==> src/hw/rtl/i2cmbe_pkg.sv <==
// shared types and command codes for the i2c master bit engine
package i2cmbe_pkg;

   // active operation, numbered as the command codes on req_cmd
   typedef enum logic [2:0] {
      OP_IDLE  = 3'd0,
      OP_START = 3'd1,
      OP_STOP  = 3'd2,
      OP_WRITE = 3'd3,
      OP_READ  = 3'd4
   } op_type;

   localparam int unsigned PHASE_W = 6;

   // last phases of the start and stop sequences, and the bit-end and ack-high phases of write and read
   localparam logic [PHASE_W-1:0] START_LAST_PH = 6'd4;
   localparam logic [PHASE_W-1:0] STOP_LAST_PH  = 6'd2;
   localparam logic [PHASE_W-1:0] BITS_END_PH   = 6'd16;
   localparam logic [PHASE_W-1:0] ACK_HIGH_PH   = 6'd17;

   // one result beat
   typedef struct packed {
      logic       scl_level;
      logic       sda_level;
      logic       busy_res;
      logic       done_res;
      logic [7:0] rx_byte;
      logic       ack_seen;
   } rsp_type;

endpackage

==> src/hw/rtl/i2cmbe_sequencer.sv <==
// phase sequencer: bus state registers and the per-tick next-state logic
module i2cmbe_sequencer (
   input  logic                  clock,
   input  logic                  reset,
   input  logic                  fire,
   input  logic [2:0]            cmd,
   input  logic [7:0]            tx_byte,
   input  logic                  ack_to_send,
   input  logic                  sda_in,
   output i2cmbe_pkg::rsp_type   res
);

   logic [i2cmbe_pkg::PHASE_W-1:0] phase_ff, phase_in;
   i2cmbe_pkg::op_type             op_ff, op_in;
   logic [7:0]                     shift_ff, shift_in;
   logic                           scl_ff, scl_in;
   logic                           sda_ff, sda_in_n;
   logic                           ack_ff, ack_in;
   logic [7:0]                     rx_ff, rx_in;
   logic                           ack_send_ff, ack_send_in;

   logic [i2cmbe_pkg::PHASE_W-1:0] ph;
   i2cmbe_pkg::op_type             op;
   logic                           last;
   logic                           new_cmd;

   always_comb begin
      op          = op_ff;
      ph          = phase_ff;
      shift_in    = shift_ff;
      scl_in      = scl_ff;
      sda_in_n    = sda_ff;
      ack_in      = ack_ff;
      rx_in       = rx_ff;
      ack_send_in = ack_send_ff;
      last        = 1'b0;
      new_cmd     = (op_ff == i2cmbe_pkg::OP_IDLE)
                    && (cmd >= 3'(i2cmbe_pkg::OP_START))
                    && (cmd <= 3'(i2cmbe_pkg::OP_READ));

      // command is taken only while idle
      if (new_cmd) begin
         op = i2cmbe_pkg::op_type'(cmd);
         ph = '0;
         if (op == i2cmbe_pkg::OP_START && sda_in)
            ph = i2cmbe_pkg::PHASE_W'(1);
         if (op == i2cmbe_pkg::OP_WRITE)
            shift_in = tx_byte;
         if (op == i2cmbe_pkg::OP_READ) begin
            shift_in    = '0;
            ack_send_in = ack_to_send;
         end
      end

      unique case (op)
         i2cmbe_pkg::OP_IDLE: begin
            last = 1'b0;
         end
         i2cmbe_pkg::OP_START: begin
            unique case (ph)
               6'd0: scl_in = 1'b0;
               6'd1: sda_in_n = 1'b1;
               6'd2: scl_in = 1'b1;
               6'd3: sda_in_n = 1'b0;
               default: begin
                  scl_in = 1'b0;
                  last   = 1'b1;
               end
            endcase
         end
         i2cmbe_pkg::OP_STOP: begin
            unique case (ph)
               6'd0: sda_in_n = 1'b0;
               6'd1: scl_in = 1'b1;
               default: begin
                  sda_in_n = 1'b1;
                  last     = 1'b1;
               end
            endcase
         end
         i2cmbe_pkg::OP_WRITE: begin
            priority if (ph < i2cmbe_pkg::BITS_END_PH) begin
               if (!ph[0]) begin
                  if (ph != '0) scl_in = 1'b0;
                  // msb first: bit index is 7 minus the bit count
                  sda_in_n = shift_in[~ph[3:1]];
               end else begin
                  scl_in = 1'b1;
               end
            end else if (ph == i2cmbe_pkg::BITS_END_PH) begin
               scl_in   = 1'b0;
               sda_in_n = 1'b1;
            end else if (ph == i2cmbe_pkg::ACK_HIGH_PH) begin
               scl_in = 1'b1;
            end else begin
               ack_in = sda_in;
               scl_in = 1'b0;
               last   = 1'b1;
            end
         end
         i2cmbe_pkg::OP_READ: begin
            priority if (ph == '0) begin
               sda_in_n = 1'b1;
            end else if (ph <= i2cmbe_pkg::BITS_END_PH) begin
               if (ph[0]) begin
                  scl_in = 1'b1;
               end else begin
                  shift_in = {shift_in[6:0], sda_in};
                  scl_in   = 1'b0;
                  if (ph == i2cmbe_pkg::BITS_END_PH) sda_in_n = ack_send_in;
               end
            end else if (ph == i2cmbe_pkg::ACK_HIGH_PH) begin
               scl_in = 1'b1;
            end else begin
               scl_in   = 1'b0;
               sda_in_n = 1'b1;
               rx_in    = shift_in;
               last     = 1'b1;
            end
         end
         default: begin
            last = 1'b1;
         end
      endcase

      if (op == i2cmbe_pkg::OP_IDLE) begin
         op_in    = op;
         phase_in = ph;
      end else if (last) begin
         op_in    = i2cmbe_pkg::OP_IDLE;
         phase_in = '0;
      end else begin
         op_in    = op;
         phase_in = ph + i2cmbe_pkg::PHASE_W'(1);
      end

      res.scl_level = scl_in;
      res.sda_level = sda_in_n;
      res.busy_res  = (op != i2cmbe_pkg::OP_IDLE) && !last;
      res.done_res  = (op != i2cmbe_pkg::OP_IDLE) && last;
      res.rx_byte   = rx_in;
      res.ack_seen  = ack_in;
   end

   always_ff @(posedge clock) begin
      if (reset) begin
         phase_ff    <= '0;
         op_ff       <= i2cmbe_pkg::OP_IDLE;
         shift_ff    <= '0;
         scl_ff      <= 1'b1;
         sda_ff      <= 1'b1;
         ack_ff      <= 1'b1;
         rx_ff       <= '0;
         ack_send_ff <= 1'b1;
      end else if (fire) begin
         phase_ff    <= phase_in;
         op_ff       <= op_in;
         shift_ff    <= shift_in;
         scl_ff      <= scl_in;
         sda_ff      <= sda_in_n;
         ack_ff      <= ack_in;
         rx_ff       <= rx_in;
         ack_send_ff <= ack_send_in;
      end
   end

   a_busy_done_excl: assert property (@(posedge clock) disable iff (reset)
      !(res.busy_res && res.done_res))
      else $error("busy and done together");

   a_done_goes_idle: assert property (@(posedge clock) disable iff (reset)
      fire && res.done_res |=> op_ff == i2cmbe_pkg::OP_IDLE)
      else $error("sequence did not return to idle after done");

   a_idle_phase_zero: assert property (@(posedge clock) disable iff (reset)
      op_ff == i2cmbe_pkg::OP_IDLE |-> phase_ff == '0)
      else $error("phase count not cleared while idle");

   a_active_reports: assert property (@(posedge clock) disable iff (reset)
      op_ff != i2cmbe_pkg::OP_IDLE |-> (res.busy_res || res.done_res))
      else $error("active sequence reported neither busy nor done");

endmodule

==> src/hw/rtl/i2cmbe_out_stage.sv <==
// result register with valid/ready handshake
module i2cmbe_out_stage (
   input  logic                  clock,
   input  logic                  reset,
   input  logic                  load,
   input  i2cmbe_pkg::rsp_type   res,
   output logic                  free,
   output logic                  rsp_valid,
   input  logic                  rsp_ready,
   output i2cmbe_pkg::rsp_type   rsp_data
);

   logic                valid_ff;
   i2cmbe_pkg::rsp_type data_ff;

   // slot can take a new beat when empty or being drained this cycle
   assign free      = !valid_ff || rsp_ready;
   assign rsp_valid = valid_ff;
   assign rsp_data  = data_ff;

   always_ff @(posedge clock) begin
      if (reset) begin
         valid_ff <= 1'b0;
      end else if (load) begin
         valid_ff <= 1'b1;
      end else if (rsp_ready) begin
         valid_ff <= 1'b0;
      end
   end

   always_ff @(posedge clock) begin
      if (load) begin
         data_ff <= res;
      end
   end

endmodule

==> src/hw/rtl/i2c_master_bit_engine.sv <==
// i2c master bit engine top: input register, phase sequencer, result register
// a beat accepted on req_ passes the input register, then the sequencer and result register, to rsp_
// throughput: one tick per cycle while the result slot drains, the sequencer advances one bus phase per beat
// a new req_ beat is taken while a result waits, as long as the result slot drains
// reset (synchronous, active high) empties both registers, idles the sequencer,
// releases scl and sda, sets the ack flag to one and clears the received byte
module i2c_master_bit_engine (
   input  logic       clock,
   input  logic       reset,
   input  logic       req_valid,
   output logic       req_ready,
   input  logic [2:0] req_cmd,
   input  logic [7:0] req_tx_byte,
   input  logic       req_ack_to_send,
   input  logic       req_sda_in,
   output logic       rsp_valid,
   input  logic       rsp_ready,
   output logic       rsp_scl_level,
   output logic       rsp_sda_level,
   output logic       rsp_busy_res,
   output logic       rsp_done_res,
   output logic [7:0] rsp_rx_byte,
   output logic       rsp_ack_seen
);

   logic                in_valid_ff;
   logic [2:0]          cmd_ff;
   logic [7:0]          tx_byte_ff;
   logic                ack_to_send_ff;
   logic                sda_ff;
   logic                out_free;
   logic                fire;
   i2cmbe_pkg::rsp_type res;
   i2cmbe_pkg::rsp_type rsp_data;

   assign fire      = in_valid_ff && out_free;
   assign req_ready = !in_valid_ff || out_free;

   always_ff @(posedge clock) begin
      if (reset) begin
         in_valid_ff <= 1'b0;
      end else if (req_valid && req_ready) begin
         in_valid_ff <= 1'b1;
      end else if (fire) begin
         in_valid_ff <= 1'b0;
      end
   end

   always_ff @(posedge clock) begin
      if (req_valid && req_ready) begin
         cmd_ff         <= req_cmd;
         tx_byte_ff     <= req_tx_byte;
         ack_to_send_ff <= req_ack_to_send;
         sda_ff         <= req_sda_in;
      end
   end

   i2cmbe_sequencer u_seq (
      .clock       (clock),
      .reset       (reset),
      .fire        (fire),
      .cmd         (cmd_ff),
      .tx_byte     (tx_byte_ff),
      .ack_to_send (ack_to_send_ff),
      .sda_in      (sda_ff),
      .res         (res)
   );

   i2cmbe_out_stage u_out (
      .clock     (clock),
      .reset     (reset),
      .load      (fire),
      .res       (res),
      .free      (out_free),
      .rsp_valid (rsp_valid),
      .rsp_ready (rsp_ready),
      .rsp_data  (rsp_data)
   );

   assign rsp_scl_level = rsp_data.scl_level;
   assign rsp_sda_level = rsp_data.sda_level;
   assign rsp_busy_res  = rsp_data.busy_res;
   assign rsp_done_res  = rsp_data.done_res;
   assign rsp_rx_byte   = rsp_data.rx_byte;
   assign rsp_ack_seen  = rsp_data.ack_seen;

endmodule
==> config.mk <==
export PLATFORM = sky130hd
export DESIGN_NAME = i2c_master_bit_engine
export DESIGN_NICKNAME = d
export VERILOG_FILES = /design/src/hw/rtl/i2cmbe_pkg.sv /design/src/hw/rtl/i2cmbe_sequencer.sv /design/src/hw/rtl/i2cmbe_out_stage.sv /design/src/hw/rtl/i2c_master_bit_engine.sv
export SDC_FILE = /design/constraint.sdc
export NUM_CORES = 1
export LEC_CHECK = 0
export BUFFER_PORTS_ARGS = -buffer_cell sky130_fd_sc_hd__buf_2
export CAP_MARGIN = 20
export CORE_MARGIN = 2
export CORE_UTILIZATION = 41
export CTS_CLUSTER_DIAMETER = 80
export DETAILED_ROUTE_END_ITERATION = 8
export PLACE_DENSITY = 0.65
export RECOVER_POWER = 50
export SLEW_MARGIN = 20
export SYNTH_ARGS = -nofsm -noshare
export SYNTH_HDL_FRONTEND = slang
export SYNTH_SLANG_ARGS = --single-unit
==> constraint.sdc <==
create_clock -name clock -period 2 [get_ports clock]
set_input_delay 0.5 -clock clock [delete_from_list [all_inputs] [get_ports clock]]
set_output_delay 0.5 -clock clock [all_outputs]
set_load 0.01 [all_outputs]
==> results by group <==
Status
  – Run status: finished, violations left
  – Violated checks: setup timing

Pwr
  – Comb pwr share: 20.6%
  – Cell area power density: 653 mW/mm²
  – P_leak: 1.71 nW
  – Internal: 2.17 mW
  – Switching power share of the total: 27.8%
  – Register share of total power: 43.5%
  – Net switching component of the power: 0.838 mW
  – Fraction of power consumed by the clock network: 35.9%
  – Peak supply drop: 524 µV

Synthesis
  – Sequential fraction of the synthesis area: 45.4%
  – Top area cells in the synthesized netlist: sky130_fd_sc_hd__edfxtp_1, sky130_fd_sc_hd__dfxtp_1, sky130_fd_sc_hd__a21oi_1, sky130_fd_sc_hd__nand2_1, sky130_fd_sc_hd__nor2_1
  – Synth Area in Compound Gates: 22.9%
  – Top post-synthesis cells by count: sky130_fd_sc_hd__nand2_1, sky130_fd_sc_hd__dfxtp_1, sky130_fd_sc_hd__a21oi_1, sky130_fd_sc_hd__nor2_1, sky130_fd_sc_hd__edfxtp_1
  – Post-Synth XOR/XNOR Area: 0.284%
  – Flip-flop and latch count after synthesis: 57
  – Share of synthesized cell area in full adder, half adder and majority cells: 0%
  – Cell area after synthesis: 0.00309 mm²
  – Synth warn: 0
  – Leading cell type by number of instances after synthesis: sky130_fd_sc_hd__nand2_1
  – Largest family of logic cells by synthesized area: compound AO/OA/AOI/OAI gates
  – Ys async rst share: 0%
  – Number of cells produced by synthesis: 330
  – Top flip-flop cell by instance count after synthesis: sky130_fd_sc_hd__dfxtp_1
  – Multiplexer share of the synthesized area: 4.95%
  – Post-Synthesis Mean Instance Area: 9.35 µm²
  – Yosys top cell area share: 25.3%
  – Number of flops mapped to enable cells by yosys: 26
  – Cell type with the highest aggregate area in the netlist: sky130_fd_sc_hd__edfxtp_1
  – Number of unique standard cell types used by synthesis: 67
  – Net count after synthesis: 347
  – Synthesized-area fraction occupied by and/or/nand/nor cells: 21.3%

Floorplan
  – Die Footprint: 0.00824 mm²
  – Standard cell core area: 0.00725 mm²
  – Num ports: 32
  – Initial core utilization: 42.6%
  – Row cnt: 31
  – Vertical extent of the die: 90.8 µm
  – Die width: 90.8 µm

Placement
  – Number of placed cells counting well taps: 518
  – Hpwl dp: 6710 µm
  – Routability Congestion: 0.883
  – Buffers added on ports: 31

Clock tree
  – Maximum clock path buffer count: 2
  – Number of buffers added to fix hold violations after cts: 0
  – Cell at the root of the clock tree: sky130_fd_sc_hd__clkbuf_8
  – Clock sink count: 57
  – Cts bufs inserted: 9
  – Clk pin slew, worst setup/hold paths: 0.07 ns
  – Clock latency on the worst-skew pair: 0.35 ns
  – CTS tree: yes
  – CTS H-tree depth: 3

Setup path
  – CP required: 2.09 ns
  – Maximum fanout along the worst path: 5
  – FF-to-FF Start: cmd_ff[1]$_DFFE_PP_
  – WS Path Type: flip-flop to flip-flop
  – Start point of the critical path: cmd_ff[1]$_DFFE_PP_
  – Reg2Reg Setup Slack: -0.16 ns
  – Critical path endpoint category: flip-flop
  – CP startpoint kind: flip-flop
  – Arrival time at the worst endpoint: 2.25 ns

Global routing
  – Remaining Overflow, GRT: 0
  – Number of antenna violations at the first check in global routing: 0
  – Global-route total usage across every layer: 23.8%
  – Largest net degree at the start of global routing: 28
  – Wire length of the first global-routing pass: 15300 µm
  – Vias in the first global route: 2988

Final layout
  – Utilization after layout: 63.6%
  – Number of nets in the final layout: 460
  – Non-filler cells, final: 547
  – Signed area change from the synthesized netlist to the final layout: 49.3%
  – Total inserted antenna cells: 0
  – Layout cells sized above 1: 46.0%

Route
  – Final routed wire length divided by cell count: 17.9 µm
  – Via count of the routed design: 3184
  – DRC: 0
  – Drt total wl: 9790 µm
  – Via density per instance: 5.82
  – Antenna violation net count after detailed routing: 0
  – 1st-iter DRT viols: 290
  – 1st-pass router iterations: 5

Timing
  – Worst slew margin relative to its limit: 50.6%
  – Max-slew violation count: 0
  – Highest clock rate: 0.463 GHz
  – Least setup slack across all paths after layout: -0.158 ns
  – Final Cycle Share: 108%
  – Slew at the pin closest to its max-slew limit: 0.742 ns
  – Final setup fails: 32
  – RSZ-0062 raised after global routing: true
  – Min Clock Period, post-route: 2.16 ns
  – Clock Skews: 0.00844 ns
  – Hold Fails Final Rpt: 0

Flow run
  – Maxcap violations: 0

Min path
  – Hold wc startpoint: req_cmd[1]
  – Worst hold path type: input pin to flip-flop
==> power groups by stage <==
| stage | registers [mW] | logic (mW) | clock network (mW) |
|---|---|---|---|
| 6_report | 1.31 | 0.620 | 1.08 |
| 3_3_place_gp | 1.33 | 0.496 | 0 |
| 4_1_cts | 1.31 | 0.564 | 1.10 |
| 2_1_floorplan | 1.33 | 0.261 | 0 |
| 5_1_grt | 1.31 | 0.665 | 1.16 |
| 3_5_place_dp | 1.33 | 0.500 | 0 |
==> routing by layer <==
layer	track usage (%)	routed length, µm	vias up	share of wire, %
li1	-	-	1486	-
met1	31.3	4150	1546	42
met2	37.9	4810	126	49
met3	4.84	595	26	6.1
met4	10.1	230	0	2.3
met5	0	0	-	0
==> logic make-up after synthesis <==
kind of cell              after synthesis
and+or+nand+nor                       123
DFF                                    57
buffers and inverters                  31
AOI/OAI and AO/OA                     104
xor gates and xnor gates                1
muxes                                  14
==> cell type report <==
type | instances | area, µm²
clock buffer | 11 | 141
clock inverter | 5 | 55.1
fill | 622 | 2640
inverter | 7 | 26.3
multi-input combinational | 242 | 1910
sequential | 57 | 1400
tap | 99 | 124
timing repair buffer | 126 | 952
==> stage by stage <==
step	hold WS (ns)	area (µm²)	power [mW]	TNS, ns	worst slack (ns)
4_1_cts	0.317	4390	2.97	-1.96	-0.129
5_1_grt	0.308	4610	3.14	-6.51	-0.263
3_3_place_gp	0.440	3920	1.83	-5.78	-0.325
3_5_place_dp	0.447	3920	1.83	-6.38	-0.299
2_1_floorplan	0.432	3130	1.59	-0.109	-0.0498
6_report	0.323	4610	3.01	-2.73	-0.158
==> critical path, cell delays in order, from the launching register on <==
cell and delay, ns:
sky130_fd_sc_hd__edfxtp_1 0.46, sky130_fd_sc_hd__buf_6 0.17, sky130_fd_sc_hd__or3_4 0.41, sky130_fd_sc_hd__a32oi_2 0.21
sky130_fd_sc_hd__buf_4 0.18, sky130_fd_sc_hd__nor2_2 0.05, sky130_fd_sc_hd__a211oi_2 0.15, sky130_fd_sc_hd__o32ai_2 0.11
sky130_fd_sc_hd__nand3b_1 0.17
==> cells in the final DEF (no fill, tap or decap), drive strengths merged, types with 4 or more instances in the layout <==
cell	Yosys	layout
buf	15	112
nand2	36	36
dfxtp	31	31
a21oi	31	31
nor2	30	30
edfxtp	26	26
clkbuf	9	25
o21ai	18	18
nand3	11	11
nor3	11	11
mux2	10	10
o211ai	7	7
inv	6	6
nand4	6	6
a31oi	5	5
nor3b	5	5
o21a	4	4
a311oi	4	4
mux2i	4	4
a211oi	4	4
o31ai	4	4
==> repair_timing <==
item | 4_1_cts | 5_1_grt
buffers inserted | 11 | 3
cloned | 0 | 0
gates resized for setup | 47 | 48
endpoints found under the setup margin | 40 | 40
pin swaps | 24 | 30
==> worst paths after layout <==
kind | to | depth (start not counted)
max | u_out.rsp_data[12]$_DFFE_PP_ | 8
min | cmd_ff[1]$_DFFE_PP_ | 1
max reg2reg | u_out.rsp_data[12]$_DFFE_PP_ | 8
min reg2reg | u_seq.rx_ff[4]$_SDFFE_PP0P_ | 2
==> registers in the layout (all words and copies together), names as in the netlist, 3 cells and up <==
register,flops
u_seq.rx_ff,8
u_out.rsp_data,13
u_seq.shift_ff,8
tx_byte_ff,8
u_seq.op_ff,3
u_seq.phase_ff,6
cmd_ff,3
No activity file was read; power rests on OpenSTA's default activity.
